===== config.mk =====
export PLATFORM = sky130hd
export DESIGN_NAME = h264_rtp_payload_depacketizer_core
export DESIGN_NICKNAME = d
export VERILOG_FILES = /design/src/h264rtp_pkg.sv /design/src/h264rtp_parse.sv /design/src/h264_rtp_payload_depacketizer_core.sv
export SDC_FILE = /design/constraint.sdc
export NUM_CORES = 1
export LEC_CHECK = 0
export BUFFER_PORTS_ARGS = -buffer_cell sky130_fd_sc_hd__buf_4
export CAP_MARGIN = 5
export CORE_AREA = 2 2 133 135
export CTS_CLUSTER_DIAMETER = 150
export DETAILED_ROUTE_END_ITERATION = 10
export DIE_AREA = 0 0 135 137
export GPL_TIMING_DRIVEN = 0
export PLACE_DENSITY_LB_ADDON = 0.05
export SYNTH_ARGS = -nofsm -noshare
export SYNTH_HDL_FRONTEND = slang
export SYNTH_SLANG_ARGS = --single-unit

===== constraint.sdc =====
create_clock -name clock -period 6.6 [get_ports clock]
set_clock_uncertainty 0.15 [all_clocks]
set_input_delay 1.98 -clock clock [delete_from_list [all_inputs] [get_ports clock]]
set_output_delay 1.98 -clock clock [all_outputs]
set_load 0.05 [all_outputs]

===== src/h264rtp_pkg.sv =====
`timescale 1ns / 1ps

package h264rtp_pkg;

   // Packets longer than this are treated as this long.
   localparam logic [12:0] MAX_PACKET = 13'd4096;

   localparam logic [4:0] NAL_SINGLE_MAX = 5'd23;
   localparam logic [4:0] NAL_STAP_A     = 5'd24;
   localparam logic [4:0] NAL_FU_A       = 5'd28;
   localparam logic [4:0] NAL_FU_B       = 5'd29;

   localparam logic [2:0] KIND_NONE   = 3'd0;
   localparam logic [2:0] KIND_SINGLE = 3'd1;
   localparam logic [2:0] KIND_STAP_A = 3'd2;
   localparam logic [2:0] KIND_FU_A   = 3'd3;
   localparam logic [2:0] KIND_FU_B   = 3'd4;
   localparam logic [2:0] KIND_UNSUP  = 3'd5;

   localparam logic [12:0] POS_MAX   = 13'h1FFF;
   localparam logic [10:0] UNITS_MAX = 11'h7FF;

   typedef enum logic [3:0] {
      AGG_LEN_HI = 4'b0001,
      AGG_LEN_LO = 4'b0010,
      AGG_DATA   = 4'b0100,
      AGG_STOP   = 4'b1000
   } agg_phase_type;

   typedef struct packed {
      logic [7:0]  data_byte;
      logic [12:0] packet_length;
      logic        packet_last;
   } req_item_type;

   typedef struct packed {
      logic        out_valid_data;
      logic [7:0]  out_byte;
      logic        unit_first;
      logic        unit_final;
      logic [4:0]  unit_type;
      logic        packet_done;
      logic [2:0]  packet_kind;
      logic        packet_ok;
      logic        fragment_start;
      logic        fragment_end;
      logic [10:0] unit_count;
   } rsp_item_type;

   // Per-packet parse state; fft bit6 start, bit5 end (STAP-A: unit start
   // pending), bits 4..0 NAL type.
   typedef struct packed {
      logic [12:0]   byte_position;
      logic [2:0]    kind_held;
      agg_phase_type aggregate_phase;
      logic [7:0]    length_high_byte;
      logic [15:0]   unit_bytes_left;
      logic [6:0]    fragment_flags_type;
      logic [10:0]   units_found;
   } parse_state_type;

   localparam parse_state_type STATE_CLEAR = '{
      byte_position:       13'd0,
      kind_held:           KIND_NONE,
      aggregate_phase:     AGG_LEN_HI,
      length_high_byte:    8'd0,
      unit_bytes_left:     16'd0,
      fragment_flags_type: 7'd0,
      units_found:         11'd0
   };

endpackage


===== src/h264rtp_parse.sv =====
`timescale 1ns / 1ps

// Per-byte parse: next state, result and whether a result is produced.
module h264rtp_parse import h264rtp_pkg::*; (
   input  req_item_type    item,
   input  parse_state_type cur,
   output parse_state_type nxt,
   output logic            has_result,
   output rsp_item_type    result
);

   logic [12:0] len;
   logic [12:0] pos;
   logic [7:0]  b;
   logic [4:0]  t;
   logic        emit;
   logic        first;
   logic        final_byte;
   logic        fs;
   logic        fe;
   logic [4:0]  utype;
   logic [15:0] ul;
   logic [15:0] ubl_dec;
   logic [16:0] need;
   logic [12:0] data_start;
   logic        pos_is_last;
   parse_state_type upd;
   logic [2:0]  kind;
   logic [10:0] count;

   always_comb begin
      len         = (item.packet_length > MAX_PACKET) ? MAX_PACKET : item.packet_length;
      pos         = cur.byte_position;
      b           = item.data_byte;
      t           = b[4:0];
      pos_is_last = ({1'b0, pos} + 14'd1) == {1'b0, len};
      ul          = {cur.length_high_byte, b};
      need        = {4'd0, pos} + 17'd1 + {1'b0, ul};
      ubl_dec     = (cur.unit_bytes_left != 16'd0) ? cur.unit_bytes_left - 16'd1
                                                   : cur.unit_bytes_left;
      data_start  = (cur.kind_held == KIND_FU_A) ? 13'd2 : 13'd4;
      upd         = cur;
      emit        = 1'b0;
      first       = 1'b0;
      final_byte  = 1'b0;
      fs          = 1'b0;
      fe          = 1'b0;
      utype       = 5'd0;

      if (pos < len) begin
         if (pos == 13'd0) begin
            if (t >= 5'd1 && t <= NAL_SINGLE_MAX) begin
               upd.kind_held           = KIND_SINGLE;
               upd.fragment_flags_type = {2'b00, t};
               emit                    = 1'b1;
               first                   = 1'b1;
               final_byte              = (len == 13'd1);
               utype                   = t;
            end else if (t == NAL_STAP_A) begin
               upd.kind_held       = KIND_STAP_A;
               upd.aggregate_phase = AGG_LEN_HI;
            end else if (t == NAL_FU_A) begin
               upd.kind_held = (len >= 13'd2) ? KIND_FU_A : KIND_NONE;
            end else if (t == NAL_FU_B) begin
               upd.kind_held = (len >= 13'd4) ? KIND_FU_B : KIND_NONE;
            end else begin
               upd.kind_held = KIND_UNSUP;
            end
         end else if (cur.kind_held == KIND_SINGLE) begin
            emit       = 1'b1;
            final_byte = pos_is_last;
            utype      = cur.fragment_flags_type[4:0];
         end else if (cur.kind_held == KIND_FU_A || cur.kind_held == KIND_FU_B) begin
            if (pos == 13'd1) begin
               upd.fragment_flags_type = {b[7], b[6], b[4:0]};
            end
            if (pos >= data_start) begin
               emit       = 1'b1;
               first      = (pos == data_start);
               final_byte = pos_is_last;
               utype      = upd.fragment_flags_type[4:0];
               fs         = upd.fragment_flags_type[6];
               fe         = upd.fragment_flags_type[5];
            end
         end else if (cur.kind_held == KIND_STAP_A) begin
            unique case (cur.aggregate_phase)
               AGG_LEN_HI: begin
                  if (!pos_is_last) begin
                     upd.length_high_byte = b;
                     upd.aggregate_phase  = AGG_LEN_LO;
                  end else begin
                     upd.aggregate_phase = AGG_STOP;
                  end
               end
               AGG_LEN_LO: begin
                  if (ul == 16'd0 || need > {4'd0, len}) begin
                     upd.aggregate_phase = AGG_STOP;
                  end else begin
                     upd.unit_bytes_left     = ul;
                     upd.units_found         = (cur.units_found != UNITS_MAX)
                                               ? cur.units_found + 11'd1
                                               : cur.units_found;
                     upd.fragment_flags_type = 7'h20;
                     upd.aggregate_phase     = AGG_DATA;
                  end
               end
               AGG_DATA: begin
                  if (cur.fragment_flags_type[5]) begin
                     upd.fragment_flags_type = {2'b00, b[4:0]};
                     first                   = 1'b1;
                  end
                  emit                = 1'b1;
                  utype               = upd.fragment_flags_type[4:0];
                  final_byte          = (cur.unit_bytes_left == 16'd1);
                  upd.unit_bytes_left = ubl_dec;
                  if (ubl_dec == 16'd0) begin
                     upd.aggregate_phase = AGG_LEN_HI;
                  end
               end
               AGG_STOP: begin
               end
               default: begin
               end
            endcase
         end
      end

      if (pos != POS_MAX) begin
         upd.byte_position = pos + 13'd1;
      end

      kind  = KIND_NONE;
      count = 11'd0;
      if (item.packet_last) begin
         kind = upd.kind_held;
         if (kind == KIND_STAP_A) begin
            if (upd.units_found == 11'd0) begin
               kind = KIND_NONE;
            end else begin
               count = upd.units_found;
            end
         end
         if (kind == KIND_FU_A || kind == KIND_FU_B) begin
            fs = upd.fragment_flags_type[6];
            fe = upd.fragment_flags_type[5];
         end
      end

      has_result             = emit | item.packet_last;
      result.out_valid_data  = emit;
      result.out_byte        = emit ? b : 8'd0;
      result.unit_first      = emit & first;
      result.unit_final      = emit & final_byte;
      result.unit_type       = emit ? utype : 5'd0;
      result.packet_done     = item.packet_last;
      result.packet_kind     = kind;
      result.packet_ok       = (kind >= KIND_SINGLE) && (kind <= KIND_FU_B);
      result.fragment_start  = fs;
      result.fragment_end    = fe;
      result.unit_count      = count;

      nxt = item.packet_last ? STATE_CLEAR : upd;
   end

endmodule


===== src/h264_rtp_payload_depacketizer_core.sv =====
`timescale 1ns / 1ps

// H.264 RTP payload depacketizer (RFC 6184 single NAL, STAP-A, FU-A, FU-B).
// Request channel (req_): one payload byte per transfer with the packet
// length and a flag on the final byte. Response channel (rsp_): zero or one
// result per byte - a data byte of a NAL unit or fragment, and/or the packet
// status on the final byte. Bytes that carry only headers, lengths or a DON
// give no result.
// A taken byte passes the input register, then the result register, on its
// way to rsp_. Throughput: one byte per cycle while the receiver does not
// stall, set by the single parse step between the two registers.
// Reset (synchronous, active high) empties both registers and clears the
// packet state. When the receiver stalls, the result register holds; a byte
// that gives no result still drains from the input register, and the
// request side is stalled only while a result-bearing byte waits there.
module h264_rtp_payload_depacketizer_core import h264rtp_pkg::*; (
   input  logic         clock,
   input  logic         reset,
   input  logic         req_valid,
   output logic         req_stall,
   input  req_item_type req_data,
   output logic         rsp_valid,
   input  logic         rsp_stall,
   output rsp_item_type rsp_data
);

   logic            in_valid_ff, in_valid_in;
   req_item_type    in_item_ff;
   parse_state_type state_ff, state_in;
   logic            out_valid_ff, out_valid_in;
   rsp_item_type    out_item_ff;

   parse_state_type state_nxt;
   logic            has_result;
   rsp_item_type    result;
   logic            out_free;
   logic            in_fire;
   logic            req_take;

   h264rtp_parse u_parse (
      .item       (in_item_ff),
      .cur        (state_ff),
      .nxt        (state_nxt),
      .has_result (has_result),
      .result     (result)
   );

   // Advance the held byte when its result has room, or when it makes none.
   assign out_free  = !out_valid_ff || !rsp_stall;
   assign in_fire   = in_valid_ff && (out_free || !has_result);
   assign req_stall = in_valid_ff && !in_fire;
   assign req_take  = req_valid && !req_stall;

   always_comb begin
      in_valid_in  = req_take ? 1'b1 : (in_fire ? 1'b0 : in_valid_ff);
      state_in     = in_fire ? state_nxt : state_ff;
      out_valid_in = (in_fire && has_result) ? 1'b1
                   : (out_valid_ff && !rsp_stall) ? 1'b0 : out_valid_ff;
   end

   always_ff @(posedge clock) begin
      if (reset) begin
         in_valid_ff  <= 1'b0;
         state_ff     <= STATE_CLEAR;
         out_valid_ff <= 1'b0;
      end else begin
         in_valid_ff  <= in_valid_in;
         state_ff     <= state_in;
         out_valid_ff <= out_valid_in;
      end
   end

   // Payload registers: load on transfer, hold otherwise.
   always_ff @(posedge clock) begin
      if (req_take) begin
         in_item_ff <= req_data;
      end
      if (in_fire && has_result) begin
         out_item_ff <= result;
      end
   end

   assign rsp_valid = out_valid_ff;
   assign rsp_data  = out_item_ff;

endmodule


# Word-level counts from Yosys, hierarchy flattened
# Index checks and enable logic that the tools add are counted.
# op_classes
addsub	6
n_lt_le_gt_ge	10
eq_ne	32
muxes	90
n_bitwise	5
n_reduce_logical	40
# op_table
op	count
46-bit two-way mux	2
62-bit two-way mux	1
49-bit two-way mux	1
23-bit case mux with 2 select lines	1
11-bit two-way mux	4
1-bit two-way mux	42
5-bit two-way mux	7
7-bit two-way mux	5
34-bit two-way mux	1
3-bit two-way mux	11
16-bit zero test	2
13-bit by 1-bit adder with 14-bit output (second input constant)	2
28-bit two-way mux	1
13-bit by 1-bit equality test with 1-bit output (second input constant)	2
13-bit two-way mux	2
24-bit two-way mux	1
4-bit two-way mux	6
17-bit by 16-bit adder with 17-bit output	1
17-bit by 13-bit greater-than comparator with 1-bit output	1
16-bit by 1-bit equality test with 1-bit output (second input constant)	1
16-bit two-way mux	1
8-bit two-way mux	2
8-bit AND reduction	2
16-bit nonzero test	1
other kinds (46)	83
# word_totals
regBits	120
in_bits	26
out_inout_bits	36
word_cells	207

# Depth between registers and ports, before layout
# logic_depth
ltp_word	19
mapped_depth	25
depth_no_buf	22

# Hierarchy
# A second synthesis with hierarchy kept.
# unflattened
cells_unflattened	1088
area_unflattened_um2	9340.2
# modules_own_cells
module	instances	cells_per_inst	area_each_um2	seq_area_each_um2
h264rtp_parse	1	751	4772.1	0.0
h264_rtp_payload_depacketizer_core	1	337	4568.1	2962.8

# Worst setup path before layout
# Ideal clock, no wire load.
# synth_timing
kind	reg-to-output
start	reg in_item_ff[13] (netlist name)
end	out req_stall
arrival_ns	3.771
required_ns	4.470
path_slack_ns	0.699
stages_incl_launch_ff	14
path_buffers	2
path_cell_list	edfxtp_1 > clkbuf_1 > inv_1 > clkbuf_1 > nand2_1 > ha_1 > a21o_1 > a221oi_1 > nor2b_1 > nor4_1 > nand2_1 > inv_1 > o21ai_0 > nor2_1
# synth_rtl
element	line	source
start: declaration	h264_rtp_payload_depacketizer_core.sv:28	req_item_type in_item_ff;
start signal: assignment	h264_rtp_payload_depacketizer_core.sv:76	in_item_ff <= req_data;
end: declaration	h264_rtp_payload_depacketizer_core.sv:20	output logic req_stall,

==> impl_metrics.ini <==
[power]
peakVddDrop_v = 0.000175
seqPwrFrac_pct = 42.3
pwr-share-comb_pct = 11.9
powerDensity_nw_per_um2 = 199
power.switching_uw = 522
clkPwrFrac_pct = 45.8
p_leak_uw = 0.00377
swShare_pct = 27.0
p_int_uw = 1410

[floorplanning]
fp.dieW_um = 135
coreArea_um2 = 17100
die_h_um = 137
rows = 48
dieArea_um2 = 18500
start_util_pct = 48.9
boundaryPins = 62

[logic_synthesis]
netlist_area_um2 = 8340
synth_nets = 1058
synthArstFlopShare_pct = 0
synth_compound_area_share_pct = 18.1
synthFlopType = dfxtp_1
synth_xor_area_share_pct = 4.93
yosys-mux-area-fraction_pct = 4.39
synth_top_family_by_area = simple AND/OR/NAND/NOR gates
yosysWarnings = 0
synth_edf_count = 56
yosysUniqueCellTypes = 76
synth_fa_ha_area_share_pct = 8.04
seq_area_frac_synth_pct = 35.5
synth-simple-area-share_pct = 25.2
avgSynthCellArea_um2 = 8.52
syn_inst = 979
synth_seq_cells = 120

[placement]
place_area_um2 = 9110
hpwl_mm = 19.2
io_buffers = 61
globalplace.congestion = 0.929
dp.cells = 1266

[critical_path]
critical_path.endpoint_type = flop
critical_path_required_ns = 6.62
critPathArrivalTime_ns = 6.32
critPathSlowestCell = or3b_2
crit_chain = ha_1, and3_1, clkbuf_1, nand3_1, xnor2_2, ha_1, nand3_1, or3b_2, and2_1, xnor2_1, ha_1, nand4_1, or3_1, o21ai_0, nand3_1, a211oi_4, and2_2, buf_6, buf_2, o21ai_0, a211oi_2, nor2_1, mux2_2
crit_type = reg2reg
start_kind = flop
max_stage_delay_ns = 0.47
path_max_fanout = 10

[clock_tree]
h-tree-depth = 4
cts_tree = built
cts_buffer_depth = 2
cts_sinks = 120
root_buffer = clkbuf_16
path_clk_slew_ns = 0.06
numCtsBuffers = 17
clk_latency_ns = 0.42

[detailed_routing]
drcViolationCount = 0
wirelength_mm = 25.3
drtIter0Drc = 903
wire_per_inst_um = 19.5
vias_per_cell = 6.02
vias = 7822
ant_nets = 0
first_pass_iters = 5

[global_route]
grt_pass1_vias = 7127
grt-ovfl-total = 0
grt_util_all_layers_pct = 28.1
antenna_found_initial = 0
grt_start_max_net_pins = 35
grt_pass1_wl_mm = 39.8

[hold_path]
hp-class = reg2reg

[flow_run]
cap_violations = 0

[final_layout]
regArea_um2 = 2960
diodes = 0
multi_input_area_um2 = 5120
final_cell_count_no_fill = 1299
final_util_pct = 57.0
nNetsFinal = 1140
stdcell_area_um2 = 9730
fill_cells = 1646
syn_to_final_growth_pct = 16.6
drive_gt1_share_pct = 12.9

[sta]
fin_crit_ns = 6.30
grt_setup_unrepaired = no
finalMaxSlewViolations = 0
holdWs_ns = 0.338
fin_setup_tns_ns = 0
finalSetupViolCount = 0
relSlewSlack_pct = 16.2
finalCritPeriodShare_pct = 95.5
hold_violations = 0
fmax_ghz = 0.159
tightest_slew_ns = 1.24

[outcome]
status = finished, final reports clean
[cells by family after synthesis]
family                     Yosys count
muxes                               36
adders and majority gates           53
xor gates and xnor gates            47
DFF                                120
AOI/OAI and AO/OA                  232
buffers and inverters               80
and+or+nand+nor                    411
[final timing paths]
check | startpoint | cells past startpoint | slack [ns] | endpoint
max | state_ff[50] | 23 | 0.30 | rsp_data[12]
min | state_ff[31] | 2 | 0.34 | state_ff[31]
max reg2reg | state_ff[50] | 23 | 0.30 | rsp_data[12]
min reg2reg | state_ff[31] | 2 | 0.34 | state_ff[31]
[cell type report]
type	instances	area share, %
clock inverter	12	1.05
buffer	45	1.93
inverter	33	1.27
clock buffer	20	4.69
multi-input combinational	779	52.6
sequential	120	30.5
tap	225	2.89
timing repair buffer	65	5.09
[synthesized netlist by cell type, drive strengths merged (5+ instances only)]
master,instances,area [um^2]
and3,15,93.8
nand3b,6,45.0
o21a,8,60.1
a21o,9,67.6
a22oi,21,158
o21ai,51,267
xnor2,27,236
nand2,108,405
or3,30,188
nand4,14,93.8
nor4b,5,65.1
a31oi,12,75.1
mux2i,31,310
nor2,85,319
and4,5,43.8
mux2,5,56.3
nor2b,12,75.1
clkbuf,38,143
and2,11,70.1
buf,9,50.0
a21oi,81,413
inv,33,124
nor3,35,180
nor4,20,125
a211oi,10,92.6
dfxtp,64,1280
ha,52,651
nand2b,11,68.8
o31ai,5,42.5
nand3,32,160
edfxtp,56,1680
or4,8,60.1
xor2,20,175
[power groups by stage]
stage,combinational (uW),sequential (uW),clock (uW)
after floorplan,117,863,0
final,230,819,886
after detailed placement,224,834,0
after global placement,220,835,0
after CTS,226,818,894
after global routing,248,820,929
[worst max-delay path, delay by kind of cell, from the launching register on]
kind | cells | cell delay (ns)
buf+inv | 3 | 0.64
xor+xnor | 2 | 0.54
mux | 1 | 0.26
fa+ha+maj | 3 | 0.91
simple gates | 10 | 2.09
compound gates | 4 | 0.99
flops | 1 | 0.46
[registers in the layout, summed over array words and instances, names as in the netlist]
name	count
rsp_valid	1
rsp_data	34
state_ff	62
in_valid_ff	1
in_item_ff	22
[metal layers]
metal | wire (um) | up-vias | track usage (%)
met3 | 1780 | 66 | 5.15
met5 | 0 | - | 0
met1 | 11300 | 3627 | 39.1
met2 | 11300 | 339 | 43.3
li1 | - | 3790 | -
met4 | 929 | 0 | 11.1
[cells in the final DEF, fill, tap and decap left out, types with 6 or more instances in the layout]
master,n
ha_1,52
buf_2,7
and2_1,10
inv_1,33
nand4_1,13
nand2b_1,11
nor3_1,34
nand3_1,32
o21a_1,8
dfxtp_1,63
a22oi_1,21
and3_1,15
mux2i_1,31
nor2_1,84
nand2_1,108
buf_4,64
a31oi_1,12
or4_1,8
xor2_1,20
a211oi_1,7
edfxtp_1,56
xnor2_1,25
clkbuf_16,17
nor4_1,19
a21oi_1,79
a21o_1,9
or3_1,30
nor2b_1,11
clkbuf_1,36
o21ai_0,45
nand3b_1,6
[repair_timing]
action                                  4_1_cts  5_1_grt
gates resized for setup                       1        9
pin swaps                                     1        2
gates cloned                                  0        0
hold endpoints to repair                      0        0
endpoints found under the setup margin        1       29
buffers inserted                              0        3
hold buffers                                  0        0
[through the flow]
stage	setup WS, ns	total power (uW)
2_1_floorplan	0.699	980
3_3_place_gp	-0.389	1060
3_5_place_dp	0.0843	1060
4_1_cts	0.0405	1940
5_1_grt	0.0303	2000
6_report	0.297	1930
(Power assumes the default switching activity.)
